==> config.mk <==
export PLATFORM = sky130hd
export DESIGN_NAME = sorted_block_intersect_8x16_unit_flat
export DESIGN_NICKNAME = d
export VERILOG_FILES = /design/src/rtl/sbi_pkg.sv /design/src/rtl/sbi_req_if.sv /design/src/rtl/sbi_rsp_if.sv /design/src/rtl/sbi_match.sv /design/src/rtl/sbi_emit.sv /design/src/rtl/sorted_block_intersect_8x16_unit.sv /design/src/flat_wrapper.sv
export SDC_FILE = /design/constraint.sdc
export NUM_CORES = 1
export LEC_CHECK = 0
export ABC_AREA = 1
export CORE_MARGIN = 1
export CORE_UTILIZATION = 55
export DETAILED_ROUTE_END_ITERATION = 12
export DONT_BUFFER_PORTS = 1
export PLACE_DENSITY_LB_ADDON = 0.3
export SLEW_MARGIN = 20
export SYNTH_ARGS = -nofsm -noshare
export SYNTH_HDL_FRONTEND = slang
export SYNTH_SLANG_ARGS = --single-unit
==> constraint.sdc <==
create_clock -name clock -period 10.7 [get_ports clock]
set_input_delay 2.14 -clock clock [delete_from_list [all_inputs] [get_ports clock]]
set_output_delay 2.14 -clock clock [all_outputs]
set_load 0.005 [all_outputs]
==> src/rtl/sbi_pkg.sv <==
`default_nettype none
package sbi_pkg;

   localparam int LANES       = 8;
   localparam int VALUE_BITS  = 16;
   localparam int WORD_BITS   = 64;
   localparam int BLOCK_BITS  = 2 * WORD_BITS;
   localparam int PREFIX_BITS = 16;
   localparam int RESULT_BITS = 32;
   localparam int LANE_IDX_W  = (LANES > 1) ? $clog2(LANES) : 1;

   typedef logic [VALUE_BITS-1:0]             lane_type;
   typedef logic [LANES-1:0][VALUE_BITS-1:0]  lanes_type;

   typedef struct packed {
      logic [LANES-1:0] hit;
      logic             adv_a;
      logic             adv_b;
   } match_info_type;

   function automatic lane_type lane_of(input logic [BLOCK_BITS-1:0] block, input int idx);
      logic [BLOCK_BITS-1:0] shifted;
      shifted = block >> (idx * VALUE_BITS);
      return shifted[VALUE_BITS-1:0];
   endfunction

   function automatic logic [RESULT_BITS-1:0] make_value(input logic [PREFIX_BITS-1:0] pre,
                                                         input lane_type lane);
      logic [PREFIX_BITS+VALUE_BITS-1:0] wide;
      wide = ({{VALUE_BITS{1'b0}}, pre} << VALUE_BITS)
           | {{PREFIX_BITS{1'b0}}, lane};
      if (PREFIX_BITS + VALUE_BITS >= RESULT_BITS) begin
         return wide[RESULT_BITS-1:0];
      end else begin
         return RESULT_BITS'(wide);
      end
   endfunction

endpackage
`default_nettype wire

==> src/rtl/sbi_req_if.sv <==
`default_nettype none
interface sbi_req_if;
   logic                              valid;
   logic                              ready;
   logic [sbi_pkg::WORD_BITS-1:0]     a_words_low;
   logic [sbi_pkg::WORD_BITS-1:0]     a_words_high;
   logic [sbi_pkg::WORD_BITS-1:0]     b_words_low;
   logic [sbi_pkg::WORD_BITS-1:0]     b_words_high;
   logic [sbi_pkg::PREFIX_BITS-1:0]   prefix;

   modport source (output valid, output a_words_low, output a_words_high,
                   output b_words_low, output b_words_high, output prefix,
                   input ready);
   modport sink (input valid, input a_words_low, input a_words_high,
                 input b_words_low, input b_words_high, input prefix,
                 output ready);
endinterface
`default_nettype wire

==> src/rtl/sbi_rsp_if.sv <==
`default_nettype none
interface sbi_rsp_if;
   logic                              valid;
   logic                              ready;
   logic                              match_valid;
   logic [sbi_pkg::RESULT_BITS-1:0]   match_value;
   logic                              last;
   logic                              advance_a;
   logic                              advance_b;

   modport source (output valid, output match_valid, output match_value,
                   output last, output advance_a, output advance_b,
                   input ready);
   modport sink (input valid, input match_valid, input match_value,
                 input last, input advance_a, input advance_b,
                 output ready);
endinterface
`default_nettype wire

==> src/rtl/sbi_match.sv <==
`default_nettype none
module sbi_match (
   input  wire logic [sbi_pkg::WORD_BITS-1:0] a_words_low,
   input  wire logic [sbi_pkg::WORD_BITS-1:0] a_words_high,
   input  wire logic [sbi_pkg::WORD_BITS-1:0] b_words_low,
   input  wire logic [sbi_pkg::WORD_BITS-1:0] b_words_high,
   output sbi_pkg::lanes_type                 a_lanes,
   output sbi_pkg::match_info_type            info
);

   sbi_pkg::lanes_type b_lanes;

   always_comb begin
      for (int i = 0; i < sbi_pkg::LANES; i++) begin
         a_lanes[i] = sbi_pkg::lane_of({a_words_high, a_words_low}, i);
         b_lanes[i] = sbi_pkg::lane_of({b_words_high, b_words_low}, i);
      end
   end

   always_comb begin
      info.hit = '0;
      for (int i = 0; i < sbi_pkg::LANES; i++) begin
         for (int j = 0; j < sbi_pkg::LANES; j++) begin
            if (a_lanes[i] == b_lanes[j]) begin
               info.hit[i] = 1'b1;
            end
         end
      end
      info.adv_a = (a_lanes[sbi_pkg::LANES-1] <= b_lanes[sbi_pkg::LANES-1]);
      info.adv_b = (b_lanes[sbi_pkg::LANES-1] <= a_lanes[sbi_pkg::LANES-1]);
   end

endmodule
`default_nettype wire

==> src/rtl/sbi_emit.sv <==
`default_nettype none
module sbi_emit (
   input  wire logic                            clock,
   input  wire logic                            reset,
   input  wire logic                            in_valid,
   output logic                                 in_ready,
   input  wire sbi_pkg::lanes_type              in_lanes,
   input  wire sbi_pkg::match_info_type         in_info,
   input  wire logic [sbi_pkg::PREFIX_BITS-1:0] in_prefix,
   output logic                                 out_valid,
   input  wire logic                            out_ready,
   output logic                                 out_match_valid,
   output logic [sbi_pkg::RESULT_BITS-1:0]      out_match_value,
   output logic                                 out_last,
   output logic                                 out_advance_a,
   output logic                                 out_advance_b
);

   logic                              work_valid_ff, work_valid_in;
   sbi_pkg::lanes_type                lanes_ff, lanes_in;
   sbi_pkg::match_info_type           info_ff, info_in;
   logic [sbi_pkg::PREFIX_BITS-1:0]   prefix_ff, prefix_in;

   logic                              rsp_valid_ff, rsp_valid_in;
   logic                              match_valid_ff, match_valid_in;
   logic [sbi_pkg::RESULT_BITS-1:0]   match_value_ff, match_value_in;
   logic                              last_ff, last_in;
   logic                              adv_a_ff, adv_a_in;
   logic                              adv_b_ff, adv_b_in;

   logic                              out_free;
   logic                              fire;
   logic                              done;
   logic                              accept;
   logic [sbi_pkg::LANE_IDX_W-1:0]    sel;
   logic [sbi_pkg::LANES-1:0]         rest;

   always_comb begin
      sel = '0;
      for (int i = sbi_pkg::LANES - 1; i >= 0; i--) begin
         if (info_ff.hit[i]) begin
            sel = sbi_pkg::LANE_IDX_W'(i);
         end
      end
      rest = info_ff.hit & (info_ff.hit - 1'b1);
   end

   assign out_free = !rsp_valid_ff || out_ready;
   assign fire     = work_valid_ff && out_free;
   assign done     = fire && (rest == '0);
   assign in_ready = !work_valid_ff || done;
   assign accept   = in_valid && in_ready;

   always_comb begin
      work_valid_in  = work_valid_ff;
      lanes_in       = lanes_ff;
      info_in        = info_ff;
      prefix_in      = prefix_ff;
      rsp_valid_in   = rsp_valid_ff;
      match_valid_in = match_valid_ff;
      match_value_in = match_value_ff;
      last_in        = last_ff;
      adv_a_in       = adv_a_ff;
      adv_b_in       = adv_b_ff;

      if (out_ready) begin
         rsp_valid_in = 1'b0;
      end
      if (fire) begin
         rsp_valid_in   = 1'b1;
         match_valid_in = (info_ff.hit != '0);
         match_value_in = (info_ff.hit != '0)
                        ? sbi_pkg::make_value(prefix_ff, lanes_ff[sel]) : '0;
         last_in        = (rest == '0);
         adv_a_in       = info_ff.adv_a;
         adv_b_in       = info_ff.adv_b;
         info_in.hit    = rest;
      end
      if (done) begin
         work_valid_in = 1'b0;
      end
      if (accept) begin
         work_valid_in = 1'b1;
         lanes_in      = in_lanes;
         info_in       = in_info;
         prefix_in     = in_prefix;
      end
   end

   always_ff @(posedge clock) begin
      if (reset) begin
         work_valid_ff <= 1'b0;
         rsp_valid_ff  <= 1'b0;
      end else begin
         work_valid_ff <= work_valid_in;
         rsp_valid_ff  <= rsp_valid_in;
      end
      lanes_ff       <= lanes_in;
      info_ff        <= info_in;
      prefix_ff      <= prefix_in;
      match_valid_ff <= match_valid_in;
      match_value_ff <= match_value_in;
      last_ff        <= last_in;
      adv_a_ff       <= adv_a_in;
      adv_b_ff       <= adv_b_in;
   end

   assign out_valid       = rsp_valid_ff;
   assign out_match_valid = match_valid_ff;
   assign out_match_value = match_value_ff;
   assign out_last        = last_ff;
   assign out_advance_a   = adv_a_ff;
   assign out_advance_b   = adv_b_ff;

endmodule
`default_nettype wire

==> src/rtl/sorted_block_intersect_8x16_unit.sv <==
// An accepted block is held in the work register; each result is then registered for output.
// Throughput: a block yields max(1, matches) results, at most eight, through the single result
// register that moves one compacted match per cycle unless the output stalls; a new block is
// taken in the cycle its final result is loaded.
// Reset: synchronous, active high; clears the work and result valid flags only.
`default_nettype none
module sorted_block_intersect_8x16_unit (
   input  wire logic clock,
   input  wire logic reset,
   sbi_req_if.sink   req_chan,
   sbi_rsp_if.source rsp_chan
);

   sbi_pkg::lanes_type      a_lanes;
   sbi_pkg::match_info_type info;

   sbi_match u_match (
      .a_words_low  (req_chan.a_words_low),
      .a_words_high (req_chan.a_words_high),
      .b_words_low  (req_chan.b_words_low),
      .b_words_high (req_chan.b_words_high),
      .a_lanes      (a_lanes),
      .info         (info)
   );

   sbi_emit u_emit (
      .clock           (clock),
      .reset           (reset),
      .in_valid        (req_chan.valid),
      .in_ready        (req_chan.ready),
      .in_lanes        (a_lanes),
      .in_info         (info),
      .in_prefix       (req_chan.prefix),
      .out_valid       (rsp_chan.valid),
      .out_ready       (rsp_chan.ready),
      .out_match_valid (rsp_chan.match_valid),
      .out_match_value (rsp_chan.match_value),
      .out_last        (rsp_chan.last),
      .out_advance_a   (rsp_chan.advance_a),
      .out_advance_b   (rsp_chan.advance_b)
   );

endmodule
`default_nettype wire

==> src/flat_wrapper.sv <==
// flat-port wrapper written by rule: the top's interface ports become plain ports
module sorted_block_intersect_8x16_unit_flat 
  (clock, reset, req_chan_valid, req_chan_a_words_low, req_chan_a_words_high, req_chan_b_words_low, req_chan_b_words_high, req_chan_prefix, req_chan_ready, rsp_chan_valid, rsp_chan_match_valid, rsp_chan_match_value, rsp_chan_last, rsp_chan_advance_a, rsp_chan_advance_b, rsp_chan_ready);
  sbi_req_if req_chan_i ();
  sbi_rsp_if rsp_chan_i ();
  input  wire logic clock;
  input  wire logic reset;
  input wire logic [$bits(req_chan_i.valid)-1:0] req_chan_valid;
  input wire logic [$bits(req_chan_i.a_words_low)-1:0] req_chan_a_words_low;
  input wire logic [$bits(req_chan_i.a_words_high)-1:0] req_chan_a_words_high;
  input wire logic [$bits(req_chan_i.b_words_low)-1:0] req_chan_b_words_low;
  input wire logic [$bits(req_chan_i.b_words_high)-1:0] req_chan_b_words_high;
  input wire logic [$bits(req_chan_i.prefix)-1:0] req_chan_prefix;
  output wire logic [$bits(req_chan_i.ready)-1:0] req_chan_ready;
  output wire logic [$bits(rsp_chan_i.valid)-1:0] rsp_chan_valid;
  output wire logic [$bits(rsp_chan_i.match_valid)-1:0] rsp_chan_match_valid;
  output wire logic [$bits(rsp_chan_i.match_value)-1:0] rsp_chan_match_value;
  output wire logic [$bits(rsp_chan_i.last)-1:0] rsp_chan_last;
  output wire logic [$bits(rsp_chan_i.advance_a)-1:0] rsp_chan_advance_a;
  output wire logic [$bits(rsp_chan_i.advance_b)-1:0] rsp_chan_advance_b;
  input wire logic [$bits(rsp_chan_i.ready)-1:0] rsp_chan_ready;
  assign req_chan_i.valid = req_chan_valid;
  assign req_chan_i.a_words_low = req_chan_a_words_low;
  assign req_chan_i.a_words_high = req_chan_a_words_high;
  assign req_chan_i.b_words_low = req_chan_b_words_low;
  assign req_chan_i.b_words_high = req_chan_b_words_high;
  assign req_chan_i.prefix = req_chan_prefix;
  assign req_chan_ready = req_chan_i.ready;
  assign rsp_chan_valid = rsp_chan_i.valid;
  assign rsp_chan_match_valid = rsp_chan_i.match_valid;
  assign rsp_chan_match_value = rsp_chan_i.match_value;
  assign rsp_chan_last = rsp_chan_i.last;
  assign rsp_chan_advance_a = rsp_chan_i.advance_a;
  assign rsp_chan_advance_b = rsp_chan_i.advance_b;
  assign rsp_chan_i.ready = rsp_chan_ready;
  sorted_block_intersect_8x16_unit u_core (.clock(clock), .reset(reset), .req_chan(req_chan_i), .rsp_chan(rsp_chan_i));
endmodule
Yosys cells after proc, flatten, opt, wreduce, memory -nomap -nowiden
Index checks and enable logic that the tools add are counted.

cells by class
  $add $sub $neg = 1
  $lt $le $gt $ge = 3
  equality and inequality tests = 64
  multiplexer cells = 80
  bitwise operators = 2
  reductions and logical operators = 12

operators with widths
  kind                   count
  $eq A16 B16 Y1         64
  $mux W1                68
  $bmux W16 S3           1
  $le A16 B16 Y1         2
  $or A32 B16 Y32        1
  $mux W3                8
  $mux W16               1
  $mux W10               1
  $and A8 B8 Y8          1
  $logic_not A8 Y1       1
  $mux W8                1
  $reduce_bool A8 Y1     1
  $sub A8 B1 Y8 const B  1
  $reduce_bool A2 Y1     3
  $lt A3 B4 Y1 const B   1
  $logic_and A1 B1 Y1    3
  $logic_not A1 Y1       2
  $logic_or A1 B1 Y1     2

word-level totals
  register bits after elaboration = 192
  word-level logic and storage cells = 181

Depth between registers and ports, before layout
  depth after elaboration = 11
  depth in mapped cells = 14
  mapped depth without buffers = 13

Cells and area by module
From an unflattened synthesis, not the netlist that was laid out.

unflattened totals
  cells, all modules = 4926
  area, all modules = 27133.5 µm²

by module, submodules not included
  module     times used  cells each  area each (µm²)  sequential area each (µm²)
  sbi_match  1           4235        19145.9          0.0
  sbi_emit   1           691         7987.7           5745.5

Least setup slack after synthesis
Ideal clock, no wire load.

  kind = input to register
  start = in rsp_chan_ready
  end = reg u_core.u_emit.info_ff[0] (netlist bit), enable pin
  setup time = 476 ps
  data arrival time = 4891 ps
  data required time = 10224 ps
  path slack = 5334 ps
  cell stages on the path = 4
  buffers on the path = 0
  cells stage by stage = nor2_1 -> inv_1 -> nand3_2 -> a21oi_4

on the way
  word-level cells in the longest chain between the ends = 5

ends and longest elaborated chain
  element                   RTL line            RTL
  start, declared           flat_wrapper.sv:21  input wire logic [$bits(rsp_chan_i.ready)-1:0] rsp_chan_ready;
  $logic_or A1 B1 Y1        sbi_emit.sv:48      assign out_free = !rsp_valid_ff || out_ready;
  $logic_and A1 B1 Y1       sbi_emit.sv:49      assign fire = work_valid_ff && out_free;
  $logic_and A1 B1 Y1       sbi_emit.sv:50      assign done = fire && (rest == '0);
  $logic_or A1 B1 Y1        sbi_emit.sv:51      assign in_ready = !work_valid_ff || done;
  $logic_and A1 B1 Y1       sbi_emit.sv:52      assign accept = in_valid && in_ready;
  net u_core.u_emit.accept  sbi_emit.sv:34      logic accept;
  end signal, assigned      sbi_emit.sv:99      info_ff <= info_in;
  end, declared             sbi_emit.sv:21      sbi_pkg::match_info_type info_ff, info_in;

The timed path passes the listed nets, and every way through them passes these cells.
A chain may end at the register's enable or synchronous reset.

Worst setup path after layout
  start = in rsp_chan_ready
  end = out req_chan_ready

on the way
  word-level cells in the longest chain between the ends = 4

ends and longest elaborated chain
  element              RTL line            RTL
  $logic_or A1 B1 Y1   sbi_emit.sv:48
  $logic_and A1 B1 Y1  sbi_emit.sv:49
  $logic_and A1 B1 Y1  sbi_emit.sv:50
  $logic_or A1 B1 Y1   sbi_emit.sv:51
  end, declared        flat_wrapper.sv:14  output wire logic [$bits(req_chan_i.ready)-1:0] req_chan_ready;

No other way between the ends.

==> out/metrics.yaml <==
power:
  pwr-share-seq_pct: 41.3
  peakVddDrop_uv: 78.9
  clkPwrFrac_pct: 29.0
  combPwrFrac_pct: 29.7
  intPower_mw: 1.62
  power.leakage_nw: 8.28
  switching_share_pct: 28.4
  power_switching_mw: 0.642
  p_per_area_nw_per_um2: 104
  fin_total_pwr_mw: 2.26
clock_network:
  clkLatencyLatePin_ns: 0.43
  htreeDepth: 4
  cts_hold_buf: 0
  cts_tree: "built"
  cts_setup_buffers: 0
  numCtsBuffers: 17
  clk_path_buf_depth: 2
  path_clk_slew_ns: 0.07
  cts-resized-gates: 0
  cts_root_buffer: "clkbuf_16"
  cts_sinks: 192
floorplanning:
  rows: 72
  die_y_um: 201
  pin_count: 314
  die_w_um: 201
  start_util_pct: 56.1
  die-area_um2: 40400
  core_um2: 38800
synth:
  synth_compound_gate_area_share_pct: 2.30
  syn-num-nets: 3238
  syn_inst: 2946
  synth_top_family_by_area: "XOR/XNOR gates"
  muxShareOfSynthArea_pct: 0
  synth-xor-area-share_pct: 35.4
  synth-adder-area-share_pct: 0.919
  synthSimpleGateAreaFrac_pct: 25.1
  synth.avg_cell_area_um2: 7.40
  seq_area_frac_synth_pct: 26.4
  synth_area_um2: 21800
  synth_cell_types: 30
  ys_ff_latch: 192
  ys_warn_count: 0
timing:
  final-setup-viol-count: 0
  rsz0062_at_grt: "false"
  finalMaxSlewViolations: 0
  setup_tns_ns: 0
  hold_viol: 0
  fin_crit_sh_pct: 45.5
  max_freq_ghz: 0.206
  relSlewSlack_pct: 27.4
  fin_skew_ns: 0.00833
  final.min_clock_period_ns: 4.86
  tightest_slew_ns: 1.09
layout:
  nets: 2979
  drive_gt1_share_pct: 2.30
  n_antenna_cell: 0
  synthToLayoutAreaGrowth_pct: -0.390
setup_path:
  worstSetupPathType: "in -> out"
  path_max_fanout: 3
  crit_required_ns: 8.56
  startpoint_type: "input pin"
  r2r-start: "u_core.u_emit.info_ff[4]"
  cp-startpoint: "rsp_chan_ready"
  end_kind: "primary output"
  cp.arrival_ns: 2.72
route:
  ant_nets: 0
  drt-initial-drc-count: 2868
  drc_errors: 0
  drt-vias-per-instance: 6.06
  wire_per_inst_um: 26.8
  num_vias: 19512
  detail_route.first_pass.iterations: 8
  routed_wl_mm: 86.2
min_path:
  holdCritStartpoint: "u_core.u_emit.info_ff[0]"
  worstHoldPathType: "reg -> reg"
outcome:
  status: "completed"
grt:
  grt_pass1_vias: 18061
  gr-total-overflow: 0
  antenna_found_initial: 2
  grt_usage_pct: 41.8
  grt_pass1_wl_mm: 123
  grt_max_degree: 78
place:
  portBuffers: 0
  post-dp-hpwl_mm: 65.6
  gp_congestion: 1.01
flow_run:
  maxCapViolCount: 0
[cell usage after synthesis]
master	count	area share (%)
a21oi_4	1	0.075
nor2_2	3	0.086
or2_2	5	0.14
nand2_1	611	11
o21ai_0	4	0.092
buf_4	2	0.069
nand3_2	1	0.046
o21ai_1	3	0.069
dfxtp_1	2	0.18
a22oi_1	1	0.034
nand3b_1	16	0.55
buf_6	4	0.21
buf_2	253	5.8
a21oi_2	1	0.040
xnor2_1	625	25
nand4_1	137	3.9
nor3_1	9	0.21
ha_1	16	0.92
nand3_1	164	3.8
nand2_2	4	0.11
a21oi_1	85	2.0
clkbuf_1	21	0.36
inv_1	188	3.2
buf_1	6	0.10
nor2_1	331	5.7
inv_2	5	0.086
o211ai_1	1	0.034
edfxtp_1	190	26
xor2_1	256	10
nor2_4	1	0.052
[cells by family (layout without fill, tap and decap cells)]
group	Yosys count	after routing
AOI/OAI and AO/OA	96	96
xor gates and xnor gates	881	881
adders and majority gates	16	16
buffers and inverters	479	233
DFF	192	192
and+or+nand+nor	1282	1282
[registers in the layout, indices dropped and copies added, names as in the netlist, 10 cells and up]
register and cells:
u_core.u_emit.info_ff 10, u_core.u_emit.prefix_ff 16, u_core.u_emit.lanes_ff 128, u_core.u_emit.out_match_value 32
[critical path: stages]
cell and delay (ns):
nor2_1 0.25, inv_1 0.12, nand3_2 0.13, nand2_2 0.09
[layout make-up]
type	count	area [um2]
Tap cell	518	648
Multi-Input combinational cell	2275	13900
Clock buffer	18	429
Fill cell	3637	17100
Inverter	193	724
Clock inverter	14	188
Timing Repair Buffer	8	60.1
Sequential cell	192	5750
[power by group through the flow]
stage / registers [mW] / clock network, mW / logic (mW)
finish: 0.934 / 0.656 / 0.673
global route: 0.940 / 0.686 / 0.749
CTS: 0.934 / 0.662 / 0.668
detailed placement: 0.950 / 0 / 0.664
global placement: 0.947 / 0 / 0.644
floorplan: 0.947 / 0 / 0.708
[per-layer routing]
layer / up-vias / part of all wire [%] / GRT usage, %
met5: - / 0 / 0
met4: 0 / 5.4 / 20.6
met3: 270 / 13 / 9.55
met2: 1434 / 43 / 63.1
met1: 9165 / 38 / 56.2
li1: 8643 / - / -
[worst paths after layout]
path	endpoint	slack, ns	cells after the start
setup / recovery	req_chan_ready	5.84	4
hold / removal	u_core.u_emit.out_advance_b	0.44	0
setup reg to reg	u_core.u_emit.lanes_ff[122]	6.64	11
hold reg to reg	u_core.u_emit.out_advance_b	0.44	0
[through the flow]
stage	setup WS [ns]	instance area (um2)	hold slack [ns]	util [%]	cells
after detailed placement	5.62	21100	0.421	54.3	3186
after CTS	5.85	21700	0.436	55.9	3218
after floorplan	5.33	21800	0.400	-	2946
after global placement	5.69	21100	0.421	54.3	3186
final	5.84	21700	0.442	55.9	3218
after global routing	5.79	21700	0.450	55.9	3218
[cells in the final DEF (no fill, tap or decap), types with 2 or more instances in the layout]
master	instances
or2_2	5
clkbuf_16	17
clkinvlp_4	2
bufinv_16	4
xnor2_1	625
nand2_2	5
a21oi_4	2
buf_4	8
nand2_1	610
o21ai_1	4
ha_1	16
o21ai_0	3
inv_2	6
a21oi_1	85
nand3b_1	16
nor2_4	2
xor2_1	256
dfxtp_1	2
nor2_2	3
nor3_1	9
nor2_1	330
clkinv_2	4
edfxtp_1	190
inv_1	187
nand4_1	137
nand3_1	164
No activity file was read; power rests on OpenSTA's default activity.
